### src/icmp_pkg.sv
// types, constants and checksum helper for the icmp echo responder
// used by every module of the block; depends on nothing else
package icmp_pkg;

   localparam int unsigned CSR_INDEX_WIDTH = 1;
   localparam int unsigned CSR_DATA_WIDTH  = 32;

   localparam logic [CSR_INDEX_WIDTH-1:0] CSR_OWN_ADDRESS = 1'd0;
   localparam logic [CSR_INDEX_WIDTH-1:0] CSR_REPLY_TTL   = 1'd1;

   localparam logic [7:0] TTL_RESET  = 8'd64;
   localparam logic [7:0] PROTO_ICMP = 8'd1;

   localparam logic [5:0] PROTO_OFFSET = 6'd23;
   localparam logic [5:0] PEER_OFFSET  = 6'd26;
   localparam logic [5:0] ID_OFFSET    = 6'd38;
   localparam logic [5:0] SEQ_OFFSET   = 6'd40;
   localparam logic [5:0] POS_MAX      = 6'd63;

   localparam logic [4:0] REPLY_LAST_INDEX = 5'd27;

   // fixed words of the ip header: version/ihl, total length, ttl low byte = protocol
   localparam logic [18:0] IP_FIXED_SUM = 19'h4500 + 19'h001c + 19'h0001;

   typedef struct packed {
      logic [7:0] frame_byte;
      logic       frame_last;
   } req_payload_type;

   typedef struct packed {
      logic [7:0] reply_byte;
      logic       reply_last;
   } rsp_payload_type;

   typedef struct packed {
      logic [31:0] peer_address;
      logic [15:0] echo_id;
      logic [15:0] echo_sequence;
   } echo_job_type;

   typedef struct packed {
      logic [31:0] own_address;
      logic [7:0]  reply_ttl;
   } cfg_type;

   function automatic logic [15:0] csum_fold(input logic [18:0] sum);
      logic [16:0] s1;
      logic [15:0] s2;
      s1 = {14'd0, sum[18:16]} + {1'b0, sum[15:0]};
      s2 = s1[15:0] + {15'd0, s1[16]};
      return ~s2;
   endfunction

endpackage

### src/icmp_parser.sv
// front part: tracks the frame offset, captures header fields and
// pushes one reply job per icmp frame; uses icmp_pkg
module icmp_parser (
   input  logic                     clock,
   input  logic                     reset,
   input  logic                     req_valid,
   output logic                     req_stall,
   input  icmp_pkg::req_payload_type req_payload,
   input  logic                     queue_full,
   output logic                     push,
   output icmp_pkg::echo_job_type   push_job
);
   import icmp_pkg::*;

   logic [5:0]  pos_ff, pos_in;
   logic [7:0]  proto_ff, proto_in;
   logic [31:0] peer_ff, peer_in;
   logic [15:0] id_ff, id_in;
   logic [15:0] seq_ff, seq_in;
   logic        accept;
   logic [7:0]  b;

   assign req_stall = queue_full;
   assign accept    = req_valid && !queue_full;
   assign b         = req_payload.frame_byte;

   always_comb begin
      proto_in = proto_ff;
      peer_in  = peer_ff;
      id_in    = id_ff;
      seq_in   = seq_ff;
      if (pos_ff == 6'd0) begin
         proto_in = 8'd0;
         peer_in  = 32'd0;
         id_in    = 16'd0;
         seq_in   = 16'd0;
      end
      priority if (pos_ff == PROTO_OFFSET) begin
         proto_in = b;
      end else if (pos_ff == PEER_OFFSET) begin
         peer_in[31:24] = b;
      end else if (pos_ff == PEER_OFFSET + 6'd1) begin
         peer_in[23:16] = b;
      end else if (pos_ff == PEER_OFFSET + 6'd2) begin
         peer_in[15:8] = b;
      end else if (pos_ff == PEER_OFFSET + 6'd3) begin
         peer_in[7:0] = b;
      end else if (pos_ff == ID_OFFSET) begin
         id_in[15:8] = b;
      end else if (pos_ff == ID_OFFSET + 6'd1) begin
         id_in[7:0] = b;
      end else if (pos_ff == SEQ_OFFSET) begin
         seq_in[15:8] = b;
      end else if (pos_ff == SEQ_OFFSET + 6'd1) begin
         seq_in[7:0] = b;
      end else begin
      end

      if (req_payload.frame_last) begin
         pos_in = 6'd0;
      end else if (pos_ff == POS_MAX) begin
         pos_in = POS_MAX;
      end else begin
         pos_in = pos_ff + 6'd1;
      end
   end

   assign push                   = accept && req_payload.frame_last && (proto_in == PROTO_ICMP);
   assign push_job.peer_address  = peer_in;
   assign push_job.echo_id       = id_in;
   assign push_job.echo_sequence = seq_in;

   always_ff @(posedge clock) begin
      if (reset) begin
         pos_ff   <= 6'd0;
         proto_ff <= 8'd0;
         peer_ff  <= 32'd0;
         id_ff    <= 16'd0;
         seq_ff   <= 16'd0;
      end else if (accept) begin
         pos_ff   <= pos_in;
         proto_ff <= proto_in;
         peer_ff  <= peer_in;
         id_ff    <= id_in;
         seq_ff   <= seq_in;
      end
   end

endmodule

### src/icmp_queue.sv
// short job queue between the parser and the reply sequencer
// uses icmp_pkg for the job type
module icmp_queue #(
   parameter int unsigned DEPTH = 4
) (
   input  logic                   clock,
   input  logic                   reset,
   input  logic                   push,
   input  icmp_pkg::echo_job_type push_job,
   output logic                   full,
   input  logic                   pop,
   output icmp_pkg::echo_job_type pop_job,
   output logic                   empty
);
   import icmp_pkg::*;

   localparam int unsigned PTR_WIDTH = (DEPTH > 1) ? $clog2(DEPTH) : 1;
   localparam int unsigned CNT_WIDTH = $clog2(DEPTH + 1);
   localparam logic [CNT_WIDTH-1:0] DEPTH_COUNT = CNT_WIDTH'(DEPTH);
   localparam logic [PTR_WIDTH-1:0] LAST_PTR    = PTR_WIDTH'(DEPTH - 1);

   echo_job_type         entry_ff [DEPTH];
   logic [PTR_WIDTH-1:0] wr_ptr_ff, rd_ptr_ff;
   logic [CNT_WIDTH-1:0] count_ff;

   assign full    = (count_ff == DEPTH_COUNT);
   assign empty   = (count_ff == '0);
   assign pop_job = entry_ff[rd_ptr_ff];

   always_ff @(posedge clock) begin
      if (push) begin
         entry_ff[wr_ptr_ff] <= push_job;
      end
   end

   always_ff @(posedge clock) begin
      if (reset) begin
         wr_ptr_ff <= '0;
         rd_ptr_ff <= '0;
         count_ff  <= '0;
      end else begin
         if (push) begin
            wr_ptr_ff <= (wr_ptr_ff == LAST_PTR) ? '0 : wr_ptr_ff + 1'b1;
         end
         if (pop) begin
            rd_ptr_ff <= (rd_ptr_ff == LAST_PTR) ? '0 : rd_ptr_ff + 1'b1;
         end
         if (push && !pop) begin
            count_ff <= count_ff + 1'b1;
         end else if (pop && !push) begin
            count_ff <= count_ff - 1'b1;
         end
      end
   end

endmodule

### src/icmp_tx.sv
// back part: takes a job, works out both checksums and sends the
// 28-byte reply one byte per transfer; uses icmp_pkg
module icmp_tx (
   input  logic                      clock,
   input  logic                      reset,
   input  icmp_pkg::cfg_type         cfg,
   input  logic                      queue_empty,
   input  icmp_pkg::echo_job_type    pop_job,
   output logic                      pop,
   output logic                      rsp_valid,
   input  logic                      rsp_stall,
   output icmp_pkg::rsp_payload_type rsp_payload
);
   import icmp_pkg::*;

   logic         active_ff;
   logic [4:0]   idx_ff;
   echo_job_type job_ff;
   logic [15:0]  ip_csum_ff, icmp_csum_ff;
   logic         out_valid_ff;
   rsp_payload_type out_ff;

   logic         advance, sending, final_byte;
   logic [18:0]  ip_sum, icmp_sum;
   logic [7:0]   byte_sel;

   assign advance    = !out_valid_ff || !rsp_stall;
   assign sending    = active_ff && advance;
   assign final_byte = (idx_ff == REPLY_LAST_INDEX);
   assign pop        = !queue_empty && (!active_ff || (sending && final_byte));

   assign ip_sum = IP_FIXED_SUM + {3'd0, cfg.reply_ttl, 8'd0}
                 + {3'd0, cfg.own_address[31:16]} + {3'd0, cfg.own_address[15:0]}
                 + {3'd0, pop_job.peer_address[31:16]} + {3'd0, pop_job.peer_address[15:0]};
   assign icmp_sum = {3'd0, pop_job.echo_id} + {3'd0, pop_job.echo_sequence};

   always_comb begin
      unique case (idx_ff)
         5'd0:    byte_sel = 8'h45;
         5'd3:    byte_sel = 8'h1c;
         5'd8:    byte_sel = cfg.reply_ttl;
         5'd9:    byte_sel = PROTO_ICMP;
         5'd10:   byte_sel = ip_csum_ff[15:8];
         5'd11:   byte_sel = ip_csum_ff[7:0];
         5'd12:   byte_sel = cfg.own_address[31:24];
         5'd13:   byte_sel = cfg.own_address[23:16];
         5'd14:   byte_sel = cfg.own_address[15:8];
         5'd15:   byte_sel = cfg.own_address[7:0];
         5'd16:   byte_sel = job_ff.peer_address[31:24];
         5'd17:   byte_sel = job_ff.peer_address[23:16];
         5'd18:   byte_sel = job_ff.peer_address[15:8];
         5'd19:   byte_sel = job_ff.peer_address[7:0];
         5'd22:   byte_sel = icmp_csum_ff[15:8];
         5'd23:   byte_sel = icmp_csum_ff[7:0];
         5'd24:   byte_sel = job_ff.echo_id[15:8];
         5'd25:   byte_sel = job_ff.echo_id[7:0];
         5'd26:   byte_sel = job_ff.echo_sequence[15:8];
         5'd27:   byte_sel = job_ff.echo_sequence[7:0];
         default: byte_sel = 8'h00;
      endcase
   end

   always_ff @(posedge clock) begin
      if (pop) begin
         job_ff       <= pop_job;
         ip_csum_ff   <= csum_fold(ip_sum);
         icmp_csum_ff <= csum_fold(icmp_sum);
      end
      if (sending) begin
         out_ff.reply_byte <= byte_sel;
         out_ff.reply_last <= final_byte;
      end
   end

   always_ff @(posedge clock) begin
      if (reset) begin
         active_ff    <= 1'b0;
         idx_ff       <= 5'd0;
         out_valid_ff <= 1'b0;
      end else begin
         if (advance) begin
            out_valid_ff <= active_ff;
         end
         if (pop) begin
            active_ff <= 1'b1;
            idx_ff    <= 5'd0;
         end else if (sending) begin
            if (final_byte) begin
               active_ff <= 1'b0;
               idx_ff    <= 5'd0;
            end else begin
               idx_ff <= idx_ff + 5'd1;
            end
         end
      end
   end

   assign rsp_valid   = out_valid_ff;
   assign rsp_payload = out_ff;

endmodule

### src/icmp_echo_reply_responder_unit.sv
// icmp echo responder top level: config registers, parser, job queue, reply sequencer
// frame bytes are taken at one per cycle while the job queue is not full; a reply is queued at the last byte
// of an icmp frame and then leaves at one byte per cycle while rsp_stall is low, 28 bytes per reply
// the job queue (QUEUE_DEPTH entries) stalls the input only when full
// synchronous active-high reset clears captures, queue and sequencer; ttl resets to 64
module icmp_echo_reply_responder_unit #(
   parameter int unsigned QUEUE_DEPTH = 4
) (
   input  logic                                   clock,
   input  logic                                   reset,
   input  logic                                   req_valid,
   output logic                                   req_stall,
   input  icmp_pkg::req_payload_type              req_payload,
   output logic                                   rsp_valid,
   input  logic                                   rsp_stall,
   output icmp_pkg::rsp_payload_type              rsp_payload,
   input  logic                                   csr_write_enable,
   input  logic [icmp_pkg::CSR_INDEX_WIDTH-1:0]   csr_index,
   input  logic [icmp_pkg::CSR_DATA_WIDTH-1:0]    csr_write_data
);
   import icmp_pkg::*;

   cfg_type      cfg_ff;
   logic         push, pop, full, empty;
   echo_job_type push_job, pop_job;

   always_ff @(posedge clock) begin
      if (reset) begin
         cfg_ff.own_address <= 32'd0;
         cfg_ff.reply_ttl   <= TTL_RESET;
      end else if (csr_write_enable) begin
         unique case (csr_index)
            CSR_OWN_ADDRESS: cfg_ff.own_address <= csr_write_data;
            CSR_REPLY_TTL:   cfg_ff.reply_ttl   <= csr_write_data[7:0];
            default: begin
            end
         endcase
      end
   end

   icmp_parser u_parser (
      .clock       (clock),
      .reset       (reset),
      .req_valid   (req_valid),
      .req_stall   (req_stall),
      .req_payload (req_payload),
      .queue_full  (full),
      .push        (push),
      .push_job    (push_job)
   );

   icmp_queue #(
      .DEPTH (QUEUE_DEPTH)
   ) u_queue (
      .clock    (clock),
      .reset    (reset),
      .push     (push),
      .push_job (push_job),
      .full     (full),
      .pop      (pop),
      .pop_job  (pop_job),
      .empty    (empty)
   );

   icmp_tx u_tx (
      .clock       (clock),
      .reset       (reset),
      .cfg         (cfg_ff),
      .queue_empty (empty),
      .pop_job     (pop_job),
      .pop         (pop),
      .rsp_valid   (rsp_valid),
      .rsp_stall   (rsp_stall),
      .rsp_payload (rsp_payload)
   );

endmodule
### config.mk
export PLATFORM = sky130hd
export DESIGN_NAME = icmp_echo_reply_responder_unit
export DESIGN_NICKNAME = d
export VERILOG_FILES = /design/src/icmp_pkg.sv /design/src/icmp_parser.sv /design/src/icmp_queue.sv /design/src/icmp_tx.sv /design/src/icmp_echo_reply_responder_unit.sv
export SDC_FILE = /design/constraint.sdc
export NUM_CORES = 1
export LEC_CHECK = 0
export ABC_AREA = 0
export BUFFER_PORTS_ARGS = -buffer_cell sky130_fd_sc_hd__buf_2
export CORE_ASPECT_RATIO = 0.6
export CORE_UTILIZATION = 60
export CTS_CLUSTER_SIZE = 8
export DETAILED_ROUTE_END_ITERATION = 8
export PLACE_DENSITY = 0.85
export SLEW_MARGIN = 25
export SYNTH_ARGS = -nofsm -noshare
export SYNTH_HDL_FRONTEND = slang
export SYNTH_SLANG_ARGS = --single-unit
export TNS_END_PERCENT = 20
### constraint.sdc
create_clock -name clock -period 19.6 [get_ports clock]
set_input_delay 3.92 -clock clock [delete_from_list [all_inputs] [get_ports clock]]
set_output_delay 3.92 -clock clock [all_outputs]
set_load 0.01 [all_outputs]
======== After elaboration in Yosys (flattened, before gate mapping) ========
Memory sizes are Yosys's and may differ from the RTL's. A register that Yosys moved wholly into a read port is not among the register bits.
Cells that the tools add are included.
word-level totals
  RAM bits ................................ 256
  input bits .............................. 47
  logic and storage cells ................. 146
  register bits after elaboration ......... 237
  memories ................................ 1
operators by class
  equal/unequal tests ..................... 33
  bitwise logic cells ..................... 3
  add/subtract/negate cells ............... 16
  reduce and logical (&&, ||, !) cells .... 27
  mux-type cells .......................... 46
memory list
  name              words  bits a word  rd ports  clocked after memory_dff  write ports  line              RTL
  u_queue.entry_ff  4      64           1         1                         1            icmp_queue.sv:22  echo_job_type entry_ff [DEPTH];
operators by type and width
  operator                                                         count
  16-bit two-way mux                                               15
  8-bit case mux with 20 select lines                              1
  8-bit two-way mux                                                13
  19-bit by 16-bit adder with 19-bit output                        4
  32-bit two-way mux                                               2
  5-bit == test, second input constant                             10
  5-bit by 4-bit == test with 1-bit output, second input constant  8
  3-bit by 16-bit adder with 17-bit output                         2
  16-bit by 1-bit adder with 16-bit output                         2
  16-bit NOT                                                       2
  6-bit by 5-bit == test with 1-bit output, second input constant  5
  6-bit == test, second input constant                             5
  24-bit two-way mux                                               1
  15-bit by 16-bit adder with 17-bit output, first input constant  1
  16-bit by 16-bit adder with 17-bit output                        1
  6-bit two-way mux                                                2
  8-bit by 1-bit == test with 1-bit output, second input constant  1
  1-bit logical AND                                                8
  2-bit two-way mux                                                4
  1-bit logical NOT                                                7
  6-bit by 1-bit adder with 6-bit output, second input constant    1
  6-bit logical NOT                                                1
  3-bit two-way mux                                                2
  2-bit AND reduction                                              3
  15 further kinds                                                 24

======== Logic depth before layout (Yosys ltp) ========
Gate-level depths: netlist of the first run.
  depth after elaboration ................. 11
  depth in mapped cells ................... 38
  depth with buffers taken out ............ 37

======== By module ========
A second synthesis of the first run with hierarchy kept.
unflattened totals
  cell total of the unflattened synthesis .. 1843
  area total of the unflattened synthesis .. 23990.5 µm²
by module, submodules not included
  module                          cells each  sequential area each (µm²)  instances  area each (µm²)
  icmp_queue                      378         7867.5                      1          9750.6
  icmp_tx                         818         3293.2                      1          8539.4
  icmp_parser                     477         1561.5                      1          3941.3
  icmp_echo_reply_responder_unit  170         800.8                       1          1759.2

======== Least setup slack after synthesis of the first run ========
OpenSTA, ideal clock, no wires.
  path type ............................... reg-to-reg
  start point ............................. reg (tool-made name)
  end point ............................... reg u_tx.ip_csum_ff[15] (data pin)
  cell stages (with the launch flop) ...... 35
  setup time .............................. 270 ps
  setup slack ............................. 10820 ps
  period minus slack after synthesis ...... 8780 ps
  required time ........................... 19330 ps
  data arrival time ....................... 8510 ps
  buffers on the path ..................... 2
  path through ............................ dfxtp_1 clkbuf_1 buf_1 mux4_2 fa_1 fa_1 ha_1 ha_1 a21oi_1 o31ai_4 a21oi_1 nor2_1 or4_1 and3_1 o21ai_0 nand2b_1 xor2_1 ha_1 inv_1 fa_1 inv_1 a21oi_1 nor2_1 nand4_4 nor2_1 nand2_1 nor4_1 ha_1 nor2b_1 and2_1 and2_1 nand3_1 or4b_4 o41ai_2 xor2_1
RTL lines
  item                    line           RTL
  end signal: assignment  icmp_tx.sv:66  ip_csum_ff <= csum_fold(ip_sum);
  end: declaration        icmp_tx.sv:19  logic [15:0] ip_csum_ff, icmp_csum_ff;

==> results of run 1 <==
[registers in the layout, indices dropped and copies added (netlist names), 16 cells and up, named ones only]
name,count
u_tx.ip_csum_ff,16
cfg_ff,40
u_tx.job_ff,64
u_parser.seq_ff,16
u_queue.entry_ff,256
u_parser.id_ff,16
u_tx.icmp_csum_ff,16
u_parser.peer_ff,32
[per-layer routing]
metal	global-route usage, %	up-vias	part of all wire [%]
li1	-	6867	-
met1	53.4	7907	42
met2	48.4	1210	42
met3	9.09	150	13
met4	10.4	0	3.0
met5	0	-	0
[cell families (layout without fill, tap and decap cells)]
logic type | count (synthesis) | count (layout) | share of synthesized area (%)
AOI/OAI and AO/OA | 372 | 372 | 11.4
xor gates and xnor gates | 77 | 77 | 2.99
adders and majority gates | 113 | 113 | 7.53
buffers and inverters | 170 | 279 | 2.80
DFF | 495 | 495 | 58.6
muxes | 67 | 67 | 6.38
other | 0 | 1 | 0
and+or+nand+nor | 514 | 514 | 10.3
[cell type report]
type | count | area [µm²]
Antenna cell | 1 | 2.50
Clock buffer | 108 | 1940
Clock inverter | 4 | 98.8
Fill cell | 2512 | 11900
Inverter | 89 | 337
Multi-Input combinational cell | 1143 | 8940
Sequential cell | 495 | 13500
Tap cell | 513 | 642
Timing Repair Buffer | 78 | 445
[cell usage after synthesis (all sizes together), types with 4 or more instances]
| cell | instances |
|---|---|
| a22o | 80 |
| a31oi | 8 |
| nand3 | 28 |
| nor3b | 9 |
| nor3 | 29 |
| and2 | 15 |
| a22oi | 26 |
| or3 | 5 |
| o311ai | 4 |
| a221o | 4 |
| clkbuf | 53 |
| o211ai | 4 |
| edfxtp | 361 |
| nand2 | 254 |
| o21ai | 22 |
| nor2 | 89 |
| nor4 | 8 |
| and3 | 23 |
| a211oi | 5 |
| nor2b | 9 |
| buf | 28 |
| nor4b | 4 |
| or4 | 5 |
| xor2 | 26 |
| fa | 43 |
| a21o | 18 |
| a222oi | 6 |
| a221oi | 24 |
| xnor2 | 51 |
| nand4 | 12 |
| inv | 89 |
| a21oi | 143 |
| mux4 | 64 |
| ha | 70 |
| nand2b | 14 |
| dfxtp | 134 |
[through the flow]
step	instances	cell area, µm²	power [W]	hold WS, ns	setup slack, ns
4_1_cts	2430	25900	0.00262	0.453	9.63
6_report	2431	25900	0.00263	0.453	9.60
5_1_grt	2430	25900	0.00270	0.467	8.86
3_3_place_gp	2318	23900	0.00149	0.441	9.95
2_1_floorplan	1808	23100	0.00141	0.436	10.82
3_5_place_dp	2318	23900	0.00150	0.448	9.71
[worst min-delay path by stage]
stage	startpoint	endpoint	slack, ns	depth (start not counted)
CTS	u_parser.seq_ff[12]	u_parser.seq_ff[12]	0.45	2
finish	u_parser.peer_ff[12]	u_parser.peer_ff[12]	0.45	2
detailed placement	u_parser.peer_ff[15]	u_parser.peer_ff[15]	0.45	2
floorplan	u_parser.id_ff[0]	u_parser.id_ff[0]	0.44	2
global route	u_parser.seq_ff[12]	u_parser.seq_ff[12]	0.47	2
global placement	u_parser.peer_ff[2]	u_parser.peer_ff[2]	0.44	2
[power by group]
part | leakage [nW] | total, W | internal, W | switching [W]
Combinational | 3.53 | 0.000354 | 0.000134 | 0.000220
Clock | 0.969 | 0.00114 | 0.000679 | 0.000459
Sequential | 3.85 | 0.00113 | 0.00113 | 0.00000701
[worst max-delay path, delay by kind of cell (launching register included)]
kind	cells	cell delay (ns)
and+or+nand+nor	14	3.51
adders and majority gates	7	2.45
AOI/OAI and AO/OA	6	1.31
buffers and inverters	3	0.96
muxes	1	0.68
DFF	1	0.56
xor gates and xnor gates	2	0.26
==> metrics.txt, run 1 <==
status completed; P&R area growth vs syn 12.4%; die width 255 µm; TritonCTS clock tree done; Tightest Pin Transition 1.02 ns; RePlAce Congestion 1.03; HP Class flop to flop; GRT Util Overall 34.7%; post-CTS setup buffers 0; most frequent cells in the layout edfxtp_1 (361), nand2_1 (253), a21oi_1 (143), dfxtp_1 (132), nor2_1 (89); Initial Util 61.1%; final hold violations 0; CP max stage delay 0.81 ns; cts repair resizes 0; setup TNS 0 ns; R2R depth 33; Bufs on Longest Clock Path 3; initial antenna violation count 1; H-tree depth 3; # rows 55; Synth Flop Type edfxtp_1; largest net degree at the start of global routing 86; first-pass GRT wire length 98400 µm; fin crit share 51.0%; Slowest-stage cell, CP buf_4; WP data arrival 10.32 ns; Die Span Y 154 µm; die area 0.0393 mm²; vias in the first global route 15300; Lkg Pwr 8.35 nW; Layout Utilization 68.6%; cell taking the most area after synthesis edfxtp_1; RR Endpoint u_tx.ip_csum_ff[15]; top cell type's share of synthesized area 47.0%; Port Buffer Count 57; Setup-failing EPs final 0; Crit Path Class flop to flop; Crit. End Element flop; final slew viol count 0; crit path to u_tx.ip_csum_ff[15]; DRT iter0 DRCs 2427; RSZ-0062 raised after global routing no; Post-Synthesis Cells 1808; clock latency on the worst-skew pair 0.60 ns; CP Launch Type flop; R2R setup slack 9.60 ns; syn_area_per_cell 12.8 µm²; fin crit period 10.0 ns; Synthesized Nets 1968; Top Ports 58; DR vias 16100; Post-synth ARST share 0%; final setup skew 0.0256 ns; post-DR wirelength/cell 27.6 µm; flops & latches, synth 495; DRT Wirelength 67200 µm; Worst-path clk slew 0.05 ns; Unique masters post-synth 76; post-synthesis sequential area ratio 58.6%; number of flops mapped to enable cells by yosys 361; share of layout cells above drive strength 1 13.2%; Post-Synthesis Cell Area 0.0231 mm²; post-route ant nets 0; Pre-antenna DRT Iters 6; Root Buffer clkbuf_16; routed vias/inst 6.64; CTS buffer count 71; Area contributors post-synth edfxtp_1 (47%), dfxtp_1 (12%), mux4_2 (6.2%), nand2_1 (4.1%), ha_1 (3.8%); Max VDD drop 67.4 µV; # nets final 2038; maxcap violations 0; Worst slew margin 31.6%; power per standard cell area 101 mW/mm²; total congestion overflow 0; YS warnings 0; Max Clk Rate 0.100 GHz; Critical Path RT 19.93 ns; clock tree sinks 495; Hold-fix buffers, CTS 0; crit-path most repeated cell ha_1; Worst Path Max Fanout 49; Core Box Area 0.0378 mm²; dpl hpwl 45300 µm; most common cell after layout, fill and taps aside edfxtp_1; DRC Markers 0
(Power assumes the default switching activity.)
==> run 2, diff against run 1 <==
Clock period 19.6 ns to 9.6 ns, I/O delays scaled along.
==> run 2 against run 1 <==
Effect of this change:
- first-iteration DRC count grew 1.7%
- clock skew down 0.0043 ns
- combinational power increased by 31%
- largest cell class unchanged
- flip-flop and latch count stayed put
- final cell count increased by 0.70%
- critical path type unchanged
- utilization up 0.23 points
==> metrics.txt, run 2 (same netlist as run 1, synthesis figures left out) <==
placed cell count 2318; power per standard cell area 197 mW/mm²; CP max stage delay 0.61 ns; Initial Util 61.1%; routed vias/inst 6.62; Antenna Cells 0; CP Launch Type flop; fin crit period 8.98 ns; R2R depth 34; Top Ports 58; Port Buffer Count 57; CP Depth 34; Crit. End Element flop; post-DR wirelength/cell 27.4 µm; Critical Path RT 9.93 ns; dpl ws 0.325 ns; largest net degree at the start of global routing 87; Max Clk Rate 0.111 GHz; post-route ant nets 0; fin area 0.0260 mm²; Worst slew margin 33.5%; Die Span Y 154 µm; status completed; Bufs on Longest Clock Path 3; TritonCTS clock tree done; vias in the first global route 15500; Worst Hold Depth 2; Max VDD drop 131 µV; fin crit share 93.5%; # nets final 2039; setup TNS 0 ns; total congestion overflow 0; FILL cells 2463; Setup-failing EPs final 0; largest register by flop count u_queue.entry_ff; first-pass GRT wire length 98900 µm; dpl hpwl 45000 µm; Post-DP Area 0.0239 mm²; final setup skew 0.0213 ns; final hold violations 0; Lkg Pwr 8.87 nW; initial antenna violation count 1; DRT Wirelength 67100 µm; RePlAce Congestion 1.02; final slew viol count 0; Worst Path Max Fanout 13; CTS buffer count 71; P&R area growth vs syn 12.8%; HP Start u_parser.peer_ff[2]; most common cell after layout, fill and taps aside edfxtp_1; die width 255 µm; worst setup slack after layout 0.622 ns; fin cells 2448; Root Buffer clkbuf_16; Pre-antenna DRT Iters 6; Buf/Inv on CP 4; clock latency on the worst-skew pair 0.59 ns; CP delay by family, top simple AND/OR/NAND/NOR gates; clock tree sinks 495; WP data arrival 9.31 ns; Crit Path Class flop to flop; largest registers u_queue.entry_ff (256), u_tx.job_ff (64), cfg_ff (40); RSZ-0062 raised after global routing no; die area 0.0393 mm²; max reg flops 256; Worst-path clk slew 0.06 ns; GRT Util Overall 34.9%; most frequent cells in the layout edfxtp_1 (361), nand2_1 (253), a21oi_1 (143), dfxtp_1 (132); DR vias 16200; # rows 55; Tightest Pin Transition 0.998 ns; maxcap violations 0; share of layout cells above drive strength 1 13.5%; H-tree depth 3; Core Box Area 0.0378 mm²; Slowest-stage cell, CP or4b_4; DRT iter0 DRCs 2468; HP Class flop to flop; DRC Markers 0
==> run 2: power by group <==
part | internal (W) | total [W] | switching (W) | leakage [nW]
clock | 0.00141 | 0.00236 | 0.000947 | 0.989
combinational | 0.000171 | 0.000464 | 0.000294 | 3.85
sequential | 0.00229 | 0.00231 | 0.0000148 | 4.03
total | 0.00388 | 0.00513 | 0.00126 | 8.87
==> run 2: layout make-up <==
cell class / instances / area (µm²) / area share (%)
clock buffer: 124 / 2000 / 7.68
clock inverter: 5 / 85.1 / 0.327
inverter: 89 / 337 / 1.29
multi-input combinational: 1143 / 8970 / 34.5
sequential: 495 / 13500 / 52.0
tap: 513 / 642 / 2.47
timing repair buffer: 79 / 457 / 1.76
==> run 2: worst paths after layout <==
path	end	slack, ns
worst max-delay path	u_tx.ip_csum_ff[15]	0.62
worst min-delay path	u_parser.peer_ff[2]	0.45
worst max register to register	u_tx.ip_csum_ff[15]	0.62
worst min register to register	u_parser.peer_ff[2]	0.45
==> run 2: metal layers <==
| layer | part of all wire [%] | vias to the layer above | global-route usage (%) |
|---|---|---|---|
| met4 | 2.6 | 0 | 8.98 |
| met5 | 0 | - | 0 |
| met2 | 43 | 1245 | 50.0 |
| met1 | 40 | 7908 | 52.2 |
| li1 | - | 6901 | - |
| met3 | 14 | 158 | 10.4 |
==> run 2: per-stage QoR <==
step | hold WS [ns] | utilization [%] | total power (W)
CTS | 0.453 | 68.8 | 0.00513
global route | 0.465 | 68.9 | 0.00527
finish | 0.452 | 68.9 | 0.00513
detailed placement | 0.446 | 63.3 | 0.00280
floorplan | 0.436 | - | 0.00267
global placement | 0.441 | 63.2 | 0.00278
==> run 2: repair_timing <==
item                                    4_1_cts  5_1_grt
hold buffers                                  0        0
gates resized for setup                       0        3
setup buffers                                 0        1
endpoints found under the setup margin        0        4
==> run 2: tightest hold or removal path, cell delays in order (launching register included) <==
cell	delay, ns
dfxtp_1	0.30
nand2_1	0.05
a21oi_1	0.05
